===== src/rtl/bavg_pkg.sv =====
// bavg_pkg: shared widths, reset values, register indexes and state encoding of the block average decimator
// no dependencies; used by block_average_decimator and its testbench
`timescale 1ns / 1ps

package bavg_pkg;

    localparam int CHANNELS_DEF   = 13;
    localparam int VALUE_BITS_DEF = 32;

    localparam int GROUP_BITS = 11;
    localparam int COUNT_BITS = 25;

    localparam int CFG_IDX_BITS = 2;

    localparam logic [CFG_IDX_BITS-1:0] REG_GROUP_SIZE   = 2'd0;
    localparam logic [CFG_IDX_BITS-1:0] REG_RECORD_COUNT = 2'd1;

    localparam logic [GROUP_BITS-1:0] GROUP_RESET = 11'd4;
    localparam logic [COUNT_BITS-1:0] COUNT_RESET = 25'd2;

    typedef enum logic [3:0] {
        S_IDLE = 4'b0001,
        S_RD   = 4'b0010,
        S_DIV  = 4'b0100,
        S_OUT  = 4'b1000
    } t_state;

endpackage


===== src/rtl/block_average_decimator.sv =====
// block_average_decimator: record bookkeeping, sum read-modify-write and output register
// pass-through request: held in S_OUT until the output register is free, then on o_valid
// averaged request: sum written in S_RD; one closing a group then goes via S_DIV and S_OUT
// o_stall is high outside S_IDLE; one-bit-per-cycle divider over the VALUE_BITS + 11 bit sum
// reset: synchronous; counters cleared, config back to defaults, sum store left as is
// depends on bavg_pkg, bavg_sum_ram, bavg_div
`timescale 1ns / 1ps

module block_average_decimator #(
    parameter int CHANNELS   = bavg_pkg::CHANNELS_DEF,
    parameter int VALUE_BITS = bavg_pkg::VALUE_BITS_DEF
) (
    input  logic                                i_clk,
    input  logic                                i_rst_n,
    input  logic                                i_valid,
    output logic                                o_stall,
    input  logic signed [VALUE_BITS-1:0]        i_sample_value,
    input  logic                                i_record_end,
    output logic                                o_valid,
    input  logic                                i_stall,
    output logic signed [VALUE_BITS-1:0]        o_mean_value,
    output logic                                o_record_done,
    output logic                                o_dataset_done,
    input  logic                                i_cfg_valid,
    output logic                                o_cfg_ready,
    input  logic [bavg_pkg::CFG_IDX_BITS-1:0]   i_cfg_index,
    input  logic [bavg_pkg::COUNT_BITS-1:0]     i_cfg_data
);

    localparam int GB       = bavg_pkg::GROUP_BITS;
    localparam int CB       = bavg_pkg::COUNT_BITS;
    localparam int SUM_BITS = VALUE_BITS + GB;
    localparam int CH_BITS  = (CHANNELS > 1) ? $clog2(CHANNELS) : 1;

    // config
    logic [GB-1:0] r_group_size;
    logic [CB-1:0] r_record_count;

    // control state
    bavg_pkg::t_state r_state, n_state;
    logic [CH_BITS-1:0]  r_ch, n_ch;
    logic [CB-1:0]       r_rec, n_rec;
    logic [GB-1:0]       r_rig, n_rig;
    logic [GB-1:0]       r_eg, n_eg;
    logic [CHANNELS-1:0] r_mask, n_mask;
    logic                r_out_valid, n_out_valid;

    // request payload held while it is worked on
    logic signed [VALUE_BITS-1:0] r_v;
    logic [CH_BITS-1:0]           r_wch;
    logic                         r_fresh;
    logic [GB-1:0]                r_div;
    logic                         r_emit;
    logic                         r_rdone;
    logic                         r_ddone;
    logic [VALUE_BITS-1:0]        r_res;
    logic [VALUE_BITS-1:0]        r_mean;
    logic                         r_out_rdone;
    logic                         r_out_ddone;

    logic              w_accept;
    logic              w_last_ch;
    logic [CB-1:0]     w_rc_m1;
    logic              w_is_last;
    logic              w_is_middle;
    logic [GB-1:0]     w_gs;
    logic [CB-1:0]     w_remaining;
    logic [GB-1:0]     w_new_eg;
    logic [GB-1:0]     w_divisor;
    logic [GB:0]       w_rig_p1;
    logic              w_emit;
    logic              w_load_out;
    logic              w_we;
    logic [SUM_BITS-1:0] w_rdata;
    logic [SUM_BITS-1:0] w_sum;
    logic              w_div_start;
    logic              w_div_done;
    logic [VALUE_BITS-1:0] w_quotient;

    assign o_cfg_ready = 1'b1;

    always_ff @(posedge i_clk) begin
        if (!i_rst_n) begin
            r_group_size   <= bavg_pkg::GROUP_RESET;
            r_record_count <= bavg_pkg::COUNT_RESET;
        end else if (i_cfg_valid) begin
            case (i_cfg_index)
                bavg_pkg::REG_GROUP_SIZE:   r_group_size   <= i_cfg_data[GB-1:0];
                bavg_pkg::REG_RECORD_COUNT: r_record_count <= i_cfg_data;
                default: ;
            endcase
        end
    end

    // record position and group sizing
    assign w_accept    = i_valid && !o_stall;
    assign o_stall     = (r_state != bavg_pkg::S_IDLE);
    assign w_last_ch   = i_record_end || (r_ch == CH_BITS'(CHANNELS - 1));
    assign w_rc_m1     = ((r_record_count < CB'(2)) ? CB'(2) : r_record_count) - CB'(1);
    assign w_is_last   = r_rec >= w_rc_m1;
    assign w_is_middle = (r_rec != '0) && !w_is_last;
    assign w_gs        = (r_group_size == '0) ? GB'(1) : r_group_size;
    assign w_remaining = w_rc_m1 - r_rec;

    always_comb begin
        w_new_eg = r_eg;
        if (r_rig == '0 && r_ch == '0) begin
            w_new_eg = (CB'(w_gs) >= w_remaining) ? w_remaining[GB-1:0] : w_gs;
        end
    end

    assign w_divisor = (w_new_eg == '0) ? GB'(1) : w_new_eg;
    assign w_rig_p1  = {1'b0, r_rig} + (GB + 1)'(1);
    assign w_emit    = w_is_middle && (w_rig_p1 >= {1'b0, w_divisor});

    assign w_load_out  = (r_state == bavg_pkg::S_OUT) && (!r_out_valid || !i_stall);
    assign w_we        = (r_state == bavg_pkg::S_RD);
    assign w_div_start = w_we && r_emit;
    assign w_sum       = (r_fresh ? '0 : w_rdata) + {{GB{r_v[VALUE_BITS-1]}}, r_v};

    always_comb begin
        n_state     = r_state;
        n_ch        = r_ch;
        n_rec       = r_rec;
        n_rig       = r_rig;
        n_eg        = r_eg;
        n_mask      = r_mask;
        n_out_valid = r_out_valid;
        if (r_out_valid && !i_stall) begin
            n_out_valid = 1'b0;
        end
        case (r_state)
            bavg_pkg::S_IDLE: begin
                if (w_accept) begin
                    n_state = w_is_middle ? bavg_pkg::S_RD : bavg_pkg::S_OUT;
                    n_ch    = w_last_ch ? '0 : r_ch + CH_BITS'(1);
                    if (w_is_middle) begin
                        n_eg         = w_new_eg;
                        n_mask[r_ch] = 1'b1;
                        if (w_last_ch) begin
                            n_rig = w_emit ? '0 : w_rig_p1[GB-1:0];
                            if (w_emit) begin
                                n_mask = '0;
                            end
                        end
                    end
                    if (w_last_ch) begin
                        if (w_is_last) begin
                            n_rec  = '0;
                            n_rig  = '0;
                            n_eg   = '0;
                            n_mask = '0;
                        end else begin
                            n_rec = r_rec + CB'(1);
                        end
                    end
                end
            end
            bavg_pkg::S_RD: begin
                n_state = r_emit ? bavg_pkg::S_DIV : bavg_pkg::S_IDLE;
            end
            bavg_pkg::S_DIV: begin
                if (w_div_done) begin
                    n_state = bavg_pkg::S_OUT;
                end
            end
            bavg_pkg::S_OUT: begin
                if (w_load_out) begin
                    n_state     = bavg_pkg::S_IDLE;
                    n_out_valid = 1'b1;
                end
            end
            default: n_state = bavg_pkg::S_IDLE;
        endcase
    end

    always_ff @(posedge i_clk) begin
        if (!i_rst_n) begin
            r_state     <= bavg_pkg::S_IDLE;
            r_ch        <= '0;
            r_rec       <= '0;
            r_rig       <= '0;
            r_eg        <= '0;
            r_mask      <= '0;
            r_out_valid <= 1'b0;
        end else begin
            r_state     <= n_state;
            r_ch        <= n_ch;
            r_rec       <= n_rec;
            r_rig       <= n_rig;
            r_eg        <= n_eg;
            r_mask      <= n_mask;
            r_out_valid <= n_out_valid;
        end
    end

    always_ff @(posedge i_clk) begin
        if (w_accept) begin
            r_v     <= i_sample_value;
            r_wch   <= r_ch;
            r_fresh <= !r_mask[r_ch];
            r_div   <= w_divisor;
            r_emit  <= w_emit;
            r_rdone <= w_last_ch;
            r_ddone <= w_last_ch && w_is_last;
            r_res   <= i_sample_value;
        end else if (r_state == bavg_pkg::S_DIV && w_div_done) begin
            r_res   <= w_quotient;
        end
        if (w_load_out) begin
            r_mean      <= r_res;
            r_out_rdone <= r_rdone;
            r_out_ddone <= r_ddone;
        end
    end

    bavg_sum_ram #(
        .DEPTH     (CHANNELS),
        .WIDTH     (SUM_BITS),
        .ADDR_BITS (CH_BITS)
    ) u_sum_ram (
        .i_clk   (i_clk),
        .i_we    (w_we),
        .i_waddr (r_wch),
        .i_wdata (w_sum),
        .i_re    (w_accept),
        .i_raddr (r_ch),
        .o_rdata (w_rdata)
    );

    bavg_div #(
        .SUM_BITS (SUM_BITS),
        .DIV_BITS (GB),
        .OUT_BITS (VALUE_BITS)
    ) u_div (
        .i_clk      (i_clk),
        .i_rst_n    (i_rst_n),
        .i_start    (w_div_start),
        .i_dividend (w_sum),
        .i_divisor  (r_div),
        .o_done     (w_div_done),
        .o_quotient (w_quotient)
    );

    assign o_valid        = r_out_valid;
    assign o_mean_value   = r_mean;
    assign o_record_done  = r_out_rdone;
    assign o_dataset_done = r_out_ddone;

    a_div_start_in_rd: assert property (@(posedge i_clk) disable iff (!i_rst_n)
        w_div_start |-> (r_state == bavg_pkg::S_RD))
        else $error("divider started outside read stage");

    a_div_done_in_div: assert property (@(posedge i_clk) disable iff (!i_rst_n)
        w_div_done |-> (r_state == bavg_pkg::S_DIV))
        else $error("divider finished outside divide stage");

    a_group_count: assert property (@(posedge i_clk) disable iff (!i_rst_n)
        (r_rig < r_eg) || (r_rig == '0))
        else $error("records in group beyond group size");

    a_dataset_wrap: assert property (@(posedge i_clk) disable iff (!i_rst_n)
        (w_accept && w_last_ch && w_is_last) |=> (r_rec == '0 && r_mask == '0))
        else $error("dataset end did not restart bookkeeping");

    a_dataset_done_ends_record: assert property (@(posedge i_clk) disable iff (!i_rst_n)
        (o_valid && o_dataset_done) |-> o_record_done)
        else $error("dataset end flagged inside a record");

endmodule


===== src/rtl/bavg_sum_ram.sv =====
// bavg_sum_ram: per-channel sum store, one write and one registered read port
// depends on nothing
`timescale 1ns / 1ps

module bavg_sum_ram #(
    parameter int DEPTH = 13,
    parameter int WIDTH = 43,
    parameter int ADDR_BITS = 4
) (
    input  logic                 i_clk,
    input  logic                 i_we,
    input  logic [ADDR_BITS-1:0] i_waddr,
    input  logic [WIDTH-1:0]     i_wdata,
    input  logic                 i_re,
    input  logic [ADDR_BITS-1:0] i_raddr,
    output logic [WIDTH-1:0]     o_rdata
);

    logic [WIDTH-1:0] r_mem [DEPTH];
    logic [WIDTH-1:0] r_rdata;

    always_ff @(posedge i_clk) begin
        if (i_we) begin
            r_mem[i_waddr] <= i_wdata;
        end
        if (i_re) begin
            r_rdata <= r_mem[i_raddr];
        end
    end

    assign o_rdata = r_rdata;

endmodule


===== src/rtl/bavg_div.sv =====
// bavg_div: signed by unsigned restoring divider, one quotient bit per cycle
// depends on nothing; quotient truncated toward zero and cut to the output width
`timescale 1ns / 1ps

module bavg_div #(
    parameter int SUM_BITS = 43,
    parameter int DIV_BITS = 11,
    parameter int OUT_BITS = 32
) (
    input  logic                       i_clk,
    input  logic                       i_rst_n,
    input  logic                       i_start,
    input  logic signed [SUM_BITS-1:0] i_dividend,
    input  logic        [DIV_BITS-1:0] i_divisor,
    output logic                       o_done,
    output logic        [OUT_BITS-1:0] o_quotient
);

    localparam int CNT_BITS = $clog2(SUM_BITS);

    logic                r_busy;
    logic                r_done;
    logic [CNT_BITS-1:0] r_cnt;
    logic [DIV_BITS-1:0] r_rem;
    logic [DIV_BITS-1:0] r_den;
    logic [SUM_BITS-1:0] r_quo;
    logic                r_neg;

    logic [DIV_BITS:0]   w_trial;
    logic [DIV_BITS:0]   w_diff;
    logic                w_ge;
    logic [OUT_BITS-1:0] w_qlow;

    assign w_trial = {r_rem, r_quo[SUM_BITS-1]};
    assign w_ge    = w_trial >= {1'b0, r_den};
    assign w_diff  = w_trial - {1'b0, r_den};

    always_ff @(posedge i_clk) begin
        if (!i_rst_n) begin
            r_busy <= 1'b0;
            r_done <= 1'b0;
            r_cnt  <= '0;
        end else begin
            r_done <= 1'b0;
            if (i_start) begin
                r_busy <= 1'b1;
                r_cnt  <= CNT_BITS'(SUM_BITS - 1);
            end else if (r_busy) begin
                r_cnt <= r_cnt - CNT_BITS'(1);
                if (r_cnt == '0) begin
                    r_busy <= 1'b0;
                    r_done <= 1'b1;
                end
            end
        end
    end

    // datapath: magnitude in, shift-subtract, sign applied on the way out
    always_ff @(posedge i_clk) begin
        if (i_start) begin
            r_neg <= i_dividend[SUM_BITS-1];
            r_quo <= i_dividend[SUM_BITS-1] ? SUM_BITS'(-i_dividend) : i_dividend;
            r_den <= i_divisor;
            r_rem <= '0;
        end else if (r_busy) begin
            r_rem <= w_ge ? w_diff[DIV_BITS-1:0] : w_trial[DIV_BITS-1:0];
            r_quo <= {r_quo[SUM_BITS-2:0], w_ge};
        end
    end

    assign w_qlow     = r_quo[OUT_BITS-1:0];
    assign o_quotient = r_neg ? (OUT_BITS'(0) - w_qlow) : w_qlow;
    assign o_done     = r_done;

endmodule


===== config.mk =====
export PLATFORM = sky130hd
export DESIGN_NAME = block_average_decimator
export DESIGN_NICKNAME = d
export VERILOG_FILES = /design/src/rtl/bavg_pkg.sv /design/src/rtl/block_average_decimator.sv /design/src/rtl/bavg_sum_ram.sv /design/src/rtl/bavg_div.sv
export SDC_FILE = /design/constraint.sdc
export NUM_CORES = 1
export LEC_CHECK = 0
export BUFFER_PORTS_ARGS = -buffer_cell sky130_fd_sc_hd__buf_2
export CORE_MARGIN = 1
export CORE_UTILIZATION = 30
export DETAILED_ROUTE_END_ITERATION = 8
export GPL_ROUTABILITY_DRIVEN = 1
export PLACE_DENSITY = 0.52
export SKIP_LAST_GASP = 1
export SLEW_MARGIN = 15
export SYNTH_ARGS = -nofsm -noshare
export SYNTH_HDL_FRONTEND = slang
export SYNTH_HIERARCHICAL = 1
export SYNTH_SLANG_ARGS = --single-unit

===== constraint.sdc =====
create_clock -name i_clk -period 10.6 [get_ports i_clk]
set_clock_uncertainty 0.1 [all_clocks]
set_input_delay 0 -clock i_clk [delete_from_list [all_inputs] [get_ports i_clk]]
set_output_delay 0 -clock i_clk [all_outputs]
set_load 0.1 [all_outputs]

==> impl_metrics.env, run 1 <==
export IMPL_antenna_found_initial=2
export IMPL_worstPathArrival_ns=10.40
export IMPL_clkPwrFrac_pct=39.0
export IMPL_status="completed"
export IMPL_die_area_sq_um=139000
export IMPL_setup_viol_count_final=0
export IMPL_cp_max_fo=10
export IMPL_num_vias=26100
export IMPL_netlist_instances=3041
export IMPL_grt_overflow=0
export IMPL_seqPwrFrac_pct=47.0
export IMPL_syn_avg_cell_area_sq_um=13.6
export IMPL_core_rowCount=135
export IMPL_critPathKind="reg2reg"
export IMPL_route_detailed_drc=0
export IMPL_crit_start="r_record_count[2]"
export IMPL_ir_drop_uv=133
export IMPL_grt_pass1_vias=26200
export IMPL_detail_route_antenna_nets=0
export IMPL_hold_ws_ns=0.0380
export IMPL_regToRegSetupSlack_ns=0.70
export IMPL_rsz0062_at_grt="no"
export IMPL_nets=3480
export IMPL_synth_main_ff_cell="edfxtp_1"
export IMPL_maxCapViolCount=0
export IMPL_grt_pass1_wl_mm=164
export IMPL_grt_max_degree=103
export IMPL_final_instance_count_excl_fill=5153
export IMPL_gp_congestion=0.889
export IMPL_die_w_um=373
export IMPL_fmax_mhz=101
export IMPL_required_ns=11.10
export IMPL_first_pass_iters=6
export IMPL_p_sw_share_pct=25.7
export IMPL_hold_viol=0
export IMPL_reg2reg_from="r_record_count[2]"
export IMPL_avgRoutedWirePerCell_um=21.1
export IMPL_portBuffers=100
export IMPL_power_per_cell_area_nw_per_um2=178
export IMPL_min_period_over_period_pct=93.4
export IMPL_yosysSeqAreaShare_pct=62.3
export IMPL_slew_violations=0
export IMPL_diodes=0
export IMPL_worstSetupEndpointType="flip-flop"
export IMPL_htreeDepth=3
export IMPL_worst_slew_pin_slew_ns=1.19
export IMPL_root_buffer="clkbuf_16"
export IMPL_synth_edf_count=774
export IMPL_dp_cells=4854
export IMPL_cts_tree="done"
export IMPL_leakage_nw=16.5
export IMPL_reg2reg_to="r_rig[2]"
export IMPL_tns_ns=0
export IMPL_endpoint="r_rig[2]"
export IMPL_core_area_sq_um=136000
export IMPL_p_comb_share_pct=14.0
export IMPL_ys_ff_latch=898
export IMPL_worst_path_most_repeated_cell="a21o_1"
export IMPL_slew_headroom_pct=20.0
export IMPL_cts_buffers=93
export IMPL_post_route_min_period_ns=9.90
export IMPL_drt_initial_drc_count=2072
export IMPL_yosys_warnings=6
export IMPL_initial_core_util_pct=30.4
export IMPL_io_pins=102
export IMPL_cts_sinks=898
export IMPL_drive_gt1_share_pct=15.5
export IMPL_clock_latency_ns=0.69
export IMPL_clk_path_buf_depth=3
export IMPL_clkSlewWorstSetupHoldPaths_ns=0.06
export IMPL_vias_per_cell=5.06
export IMPL_slowest_stage="or4b_4"
export IMPL_rr_worst_depth=39
export IMPL_syn_num_nets=3222
export IMPL_hold_path_class="in2reg"
export IMPL_synthToLayoutAreaGrowth_pct=17.6
export IMPL_fin_util_pct=35.7
export IMPL_slowest_delay_ns=0.62
export IMPL_dp_hpwl_mm=65.0
export IMPL_dieHeight_um=373
export IMPL_wl_mm=109
export IMPL_synth_area_sq_um=41300
export IMPL_p_switching_mw=2.22
export IMPL_synth_cell_types=87
export IMPL_async_reset_ff_share_pct=0
export IMPL_grt_util_all_layers_pct=15.4
export IMPL_p_int_mw=6.42
export IMPL_cp_start_kind="flip-flop"
power groups by stage:
stage               combinational, mW  clock (mW)  sequential (mW)
finish                           1.21        3.36             4.06
global route                     1.33        3.57             4.07
CTS                              1.21        3.45             4.06
detailed placement               1.17           0             4.14
global placement                 1.17           0             4.14
floorplan                       0.819           0             4.14
cells by family after synthesis:
logic type,share of synthesized area [%]
flip-flops,62.3
AND/OR/NAND/NOR,9.81
AO/OA/AOI/OAI,8.93
buffers and inverters,2.65
multiplexers,8.81
XOR/XNOR,3.94
adder cells (fa/ha/maj),3.57
other,0.00908
worst min-delay path by stage:
| stage | from | endpoint | slack [ns] | cells past startpoint |
|---|---|---|---|---|
| after floorplan | i_sample_value[0] | r_v[0] | -0.001 | 0 |
| after global placement | i_sample_value[20] | r_v[20] | 0.1 | 1 |
| after detailed placement | i_sample_value[16] | r_v[16] | 0.1 | 1 |
| after CTS | i_sample_value[1] | r_res[1] | 0.002 | 4 |
| after global routing | i_cfg_data[5] | r_group_size[5] | 0.03 | 4 |
| final | i_sample_value[21] | r_res[21] | 0.04 | 4 |
synth_stat cells, drive strengths merged, types with 9 or more instances:
library cell	count	share of area, %
or2	14	0.21
nand3	51	0.63
a21oi	201	2.4
nand3b	15	0.27
xnor2	104	2.2
or4	25	0.52
nand2b	25	0.38
nand4	22	0.33
inv	105	0.95
o41ai	25	0.59
a211oi	17	0.31
edfxtp	774	56
a31oi	13	0.20
o2bb2ai	12	0.25
o211ai	16	0.29
o22ai	46	0.70
buf	47	0.81
a22oi	9	0.16
dfxtp	124	6.0
or3	23	0.37
o31ai	25	0.47
o21a	12	0.22
a311oi	11	0.23
mux4	133	7.3
clkbuf	98	0.89
nor4	34	0.55
o21ai	86	1.0
nor2	206	1.9
ha	113	3.4
mux2i	62	1.5
nor3	37	0.45
and3	16	0.27
a21o	48	0.87
nor2b	60	0.91
nand2	256	2.3
xor2	82	1.7
layout make-up:
| class | instances | area [sq um] |
|---|---|---|
| Clock inverter | 42 | 553 |
| Multi-Input combinational cell | 1893 | 14700 |
| Fill cell | 13100 | 87400 |
| Inverter | 105 | 402 |
| Tap cell | 1781 | 2230 |
| Timing Repair Buffer | 308 | 2410 |
| Clock buffer | 126 | 2550 |
| Sequential cell | 898 | 25700 |
metal layers:
layer	global-route usage, %	up-vias	part of all wire [%]
met2	24.9	617	47
li1	-	12100	-
met5	0	-	0
met1	21.8	13200	47
met3	2.43	117	4.9
met4	3.22	0	1.7
per-stage QoR:
stage / power [mW] / worst slack [ns] / instance area (sq um)
after floorplan: 4.96 / 1.06 / 41300
after global placement: 5.30 / 0.337 / 44100
after detailed placement: 5.31 / 0.263 / 44100
after CTS: 8.72 / 0.233 / 48500
after global routing: 8.97 / 0.00400 / 48600
final: 8.63 / 0.702 / 48600
registers in the layout, indices dropped and copies added (netlist names), 4 cells and up:
name and count:
u_div/r_cnt 6, r_div 11, r_state 4, u_sum_ram/o_rdata 43, u_div/r_rem 11, r_eg 11
u_sum_ram/r_mem 559, o_mean_value 32, r_mask 13, u_div/r_quo 43, r_record_count 25, r_group_size 11
r_rig 11, r_rec 25, r_ch 4, r_res 32, r_wch 4, u_div/r_den 11
r_v 32
cells in the final DEF, fill, tap and decap left out, types with 100 or more instances in the layout:
master / netlist / final
buf_2: 15 / 100
dfxtp_1: 124 / 120
nor2_1: 206 / 197
nand2_1: 256 / 253
xnor2_1: 104 / 102
ha_1: 113 / 112
a21oi_1: 200 / 199
inv_1: 105 / 102
mux4_2: 133 / 133
dlygate4sd3_1: 0 / 129
edfxtp_1: 774 / 774
worst max-delay path, delay by kind of cell, from the launching register on:
| kind | cells | cell delay, ns |
|---|---|---|
| xor gates and xnor gates | 2 | 0.32 |
| AOI/OAI and AO/OA | 13 | 2.44 |
| DFF | 1 | 0.35 |
| buffers and inverters | 3 | 0.32 |
| muxes | 1 | 0.34 |
| and+or+nand+nor | 16 | 4.77 |
| adders and majority gates | 4 | 1.17 |
timing repair:
item,CTS,global route
hold endpoints to repair,182,0
setup buffers,0,2
hold buffers,129,0
gates resized for setup,0,10
endpoints found under the setup margin,0,19
Power figures use the tool's default switching activity.
==> inputs of run 2 (changes only) <==
Settings changed: ABC_AREA set to 1, PLACE_DENSITY 0.52 to 0.54.
Clock period 10.6 ns to 8.3 ns, I/O delays scaled along.
==> impl_metrics.env, run 2 <==
export IMPL_drive_gt1_share_pct=8.49
export IMPL_core_rowCount=143
export IMPL_first_pass_iters=6
export IMPL_dieHeight_um=393
export IMPL_min_period_over_period_pct=89.2
export IMPL_worst_path_most_repeated_cell="nand2_1"
export IMPL_portBuffers=100
export IMPL_yosysSeqAreaShare_pct=56.0
export IMPL_synth_main_ff_cell="edfxtp_1"
export IMPL_die_w_um=393
export IMPL_crit_start="r_record_count[17]"
export IMPL_htreeDepth=3
export IMPL_route_detailed_drc=0
export IMPL_status="completed"
export IMPL_clock_latency_ns=0.72
export IMPL_final_setup_worst_slack_ns=0.897
export IMPL_hold_end="r_res[31]"
export IMPL_power_per_cell_area_nw_per_um2=238
export IMPL_async_reset_ff_share_pct=0
export IMPL_yosys_warnings=6
export IMPL_fmax_mhz=135
export IMPL_grt_overflow=0
export IMPL_reg2reg_from="r_record_count[17]"
export IMPL_num_vias=35000
export IMPL_antenna_found_initial=11
export IMPL_yosys_top_cells_area="edfxtp_1 (51%), nand2_1 (11%), inv_1 (6.4%), nand3_1 (5.5%), dfxtp_1 (5.4%)"
export IMPL_maxCapViolCount=0
export IMPL_root_buffer="clkbuf_16"
export IMPL_hold_depth=4
export IMPL_cts_buffers=95
export IMPL_slowest_delay_ns=0.40
export IMPL_cp_max_fo=19
export IMPL_largest_register_ffs=559
export IMPL_worstSetupEndpointType="flip-flop"
export IMPL_regToRegSetupSlack_ns=0.90
export IMPL_cp_start_kind="flip-flop"
export IMPL_reg2reg_to="r_rig[2]"
export IMPL_die_area_sq_um=155000
export IMPL_slew_headroom_pct=30.0
export IMPL_hold_start="i_sample_value[31]"
export IMPL_io_pins=102
export IMPL_cts_sinks=898
export IMPL_leakage_nw=22.2
export IMPL_synth_top_area_share_pct=50.6
export IMPL_layout_cells_most_common_list="nand2_1 (1297), inv_1 (784), edfxtp_1 (774)"
export IMPL_core_area_sq_um=152000
export IMPL_worst_slew_pin_slew_ns=1.04
export IMPL_synth_cell_types=57
export IMPL_cts_tree="done"
export IMPL_dp_hpwl_mm=82.5
export IMPL_critPathKind="reg2reg"
export IMPL_tns_ns=0
export IMPL_clkSlewWorstSetupHoldPaths_ns=0.06
export IMPL_rsz0062_at_grt="no"
export IMPL_rr_worst_depth=43
export IMPL_netlist_instances=5127
export IMPL_cts_setup_buffers=0
export IMPL_synthToLayoutAreaGrowth_pct=15.9
export IMPL_grt_max_degree=179
export IMPL_detail_route_antenna_nets=0
export IMPL_hold_path_class="in2reg"
export IMPL_yosysTopAreaCell="edfxtp_1"
export IMPL_setup_viol_count_final=0
export IMPL_diodes=0
export IMPL_wl_mm=131
export IMPL_finalInstanceArea_sq_um=53200
export IMPL_pre_cts_ws_ns=0.677
export IMPL_grt_pass1_vias=33400
export IMPL_finalPower_mw=12.7
export IMPL_post_route_min_period_ns=7.40
export IMPL_ys_ff_latch=898
export IMPL_syn_avg_cell_area_sq_um=8.96
export IMPL_hold_viol=0
export IMPL_dp_cells=7137
export IMPL_final_instance_count_excl_fill=7445
export IMPL_slowest_stage="ha_1"
export IMPL_synth_most_common_cell="nand2_1"
export IMPL_synth_common_cells="nand2_1 (1298), inv_1 (789), edfxtp_1 (774)"
export IMPL_worstPathArrival_ns=7.93
export IMPL_regMostFlops="u_sum_ram/r_mem"
export IMPL_drt_initial_drc_count=2786
export IMPL_final_common_cell="nand2_1"
export IMPL_required_ns=8.83
export IMPL_avgRoutedWirePerCell_um=17.6
export IMPL_vias_per_cell=4.71
export IMPL_grt_util_all_layers_pct=16.8
export IMPL_slew_violations=0
export IMPL_synth_area_sq_um=45900
export IMPL_gp_congestion=0.899
export IMPL_ir_drop_uv=152
export IMPL_synth_edf_count=774
export IMPL_grt_pass1_wl_mm=198
export IMPL_syn_num_nets=5308
export IMPL_placed_area_sq_um=48700
export IMPL_clk_path_buf_depth=3
export IMPL_initial_core_util_pct=30.2
export IMPL_nets=5518
run 2: through the flow:
stage,hold slack (ns),util (%)
floorplan,-0.00113,-
global placement,0.0980,32.1
detailed placement,0.102,32.1
CTS,0.00179,35.0
global route,0.0225,35.0
finish,0.0465,35.0
run 2: timing repair:
action,CTS,global route
setup endpoints to repair,0,19
hold buffers,133,0
resized for setup,0,1
endpoints found under the hold margin,137,0
run 2: per-layer routing:
metal	global-route usage (%)	part of all wire, %	up-vias
li1	-	-	17200
met1	22.8	45	16600
met2	27.5	47	976
met3	2.90	5.9	202
met4	4.44	2.5	16
met5	0	0.073	-
run 2: logic make-up (layout without fill, tap and decap cells):
group	Yosys count	count (layout)	synth area share (%)
buffers and inverters	995	1283	8.75
other	1	1	0.00817
XOR/XNOR	148	148	2.82
adder cells (fa/ha/maj)	116	116	3.21
AO/OA/AOI/OAI	479	479	5.84
flip-flops	898	898	56.0
AND/OR/NAND/NOR	2490	2490	23.3
run 2: cell type report:
cell class | instances | area (sq um)
Timing Repair Buffer | 308 | 2410
Tap cell | 2030 | 2540
Sequential cell | 898 | 25700
Fill cell | 15500 | 98700
Clock inverter | 56 | 626
Multi-Input combinational cell | 3234 | 16400
Clock buffer | 119 | 2510
Inverter | 800 | 3020
run 2: worst max-delay path: cells and delay by family (launching register included):
| family | cells | cell delay, ns |
|---|---|---|
| flip-flops | 1 | 0.33 |
| AO/OA/AOI/OAI | 4 | 0.54 |
| buffers and inverters | 2 | 0.12 |
| XOR/XNOR | 1 | 0.16 |
| AND/OR/NAND/NOR | 33 | 5.32 |
| adder cells (fa/ha/maj) | 3 | 0.75 |
run 2: where the power goes:
part / switching [mW] / internal [mW]
Combinational: 2.08 / 0.823
Sequential: 0.0815 / 5.40
Clock: 1.85 / 2.44
Total: 4.01 / 8.67
run 2: how the worst max path moves through the flow:
stage | endpoint | slack (ns) | cells after the start
floorplan | r_mask[2] | 2.27 | 45
global placement | r_rig[2] | 0.74 | 43
detailed placement | r_rig[2] | 0.68 | 43
CTS | r_rig[2] | 0.65 | 43
global route | r_mask[3] | 0.06 | 43
finish | r_rig[2] | 0.90 | 43
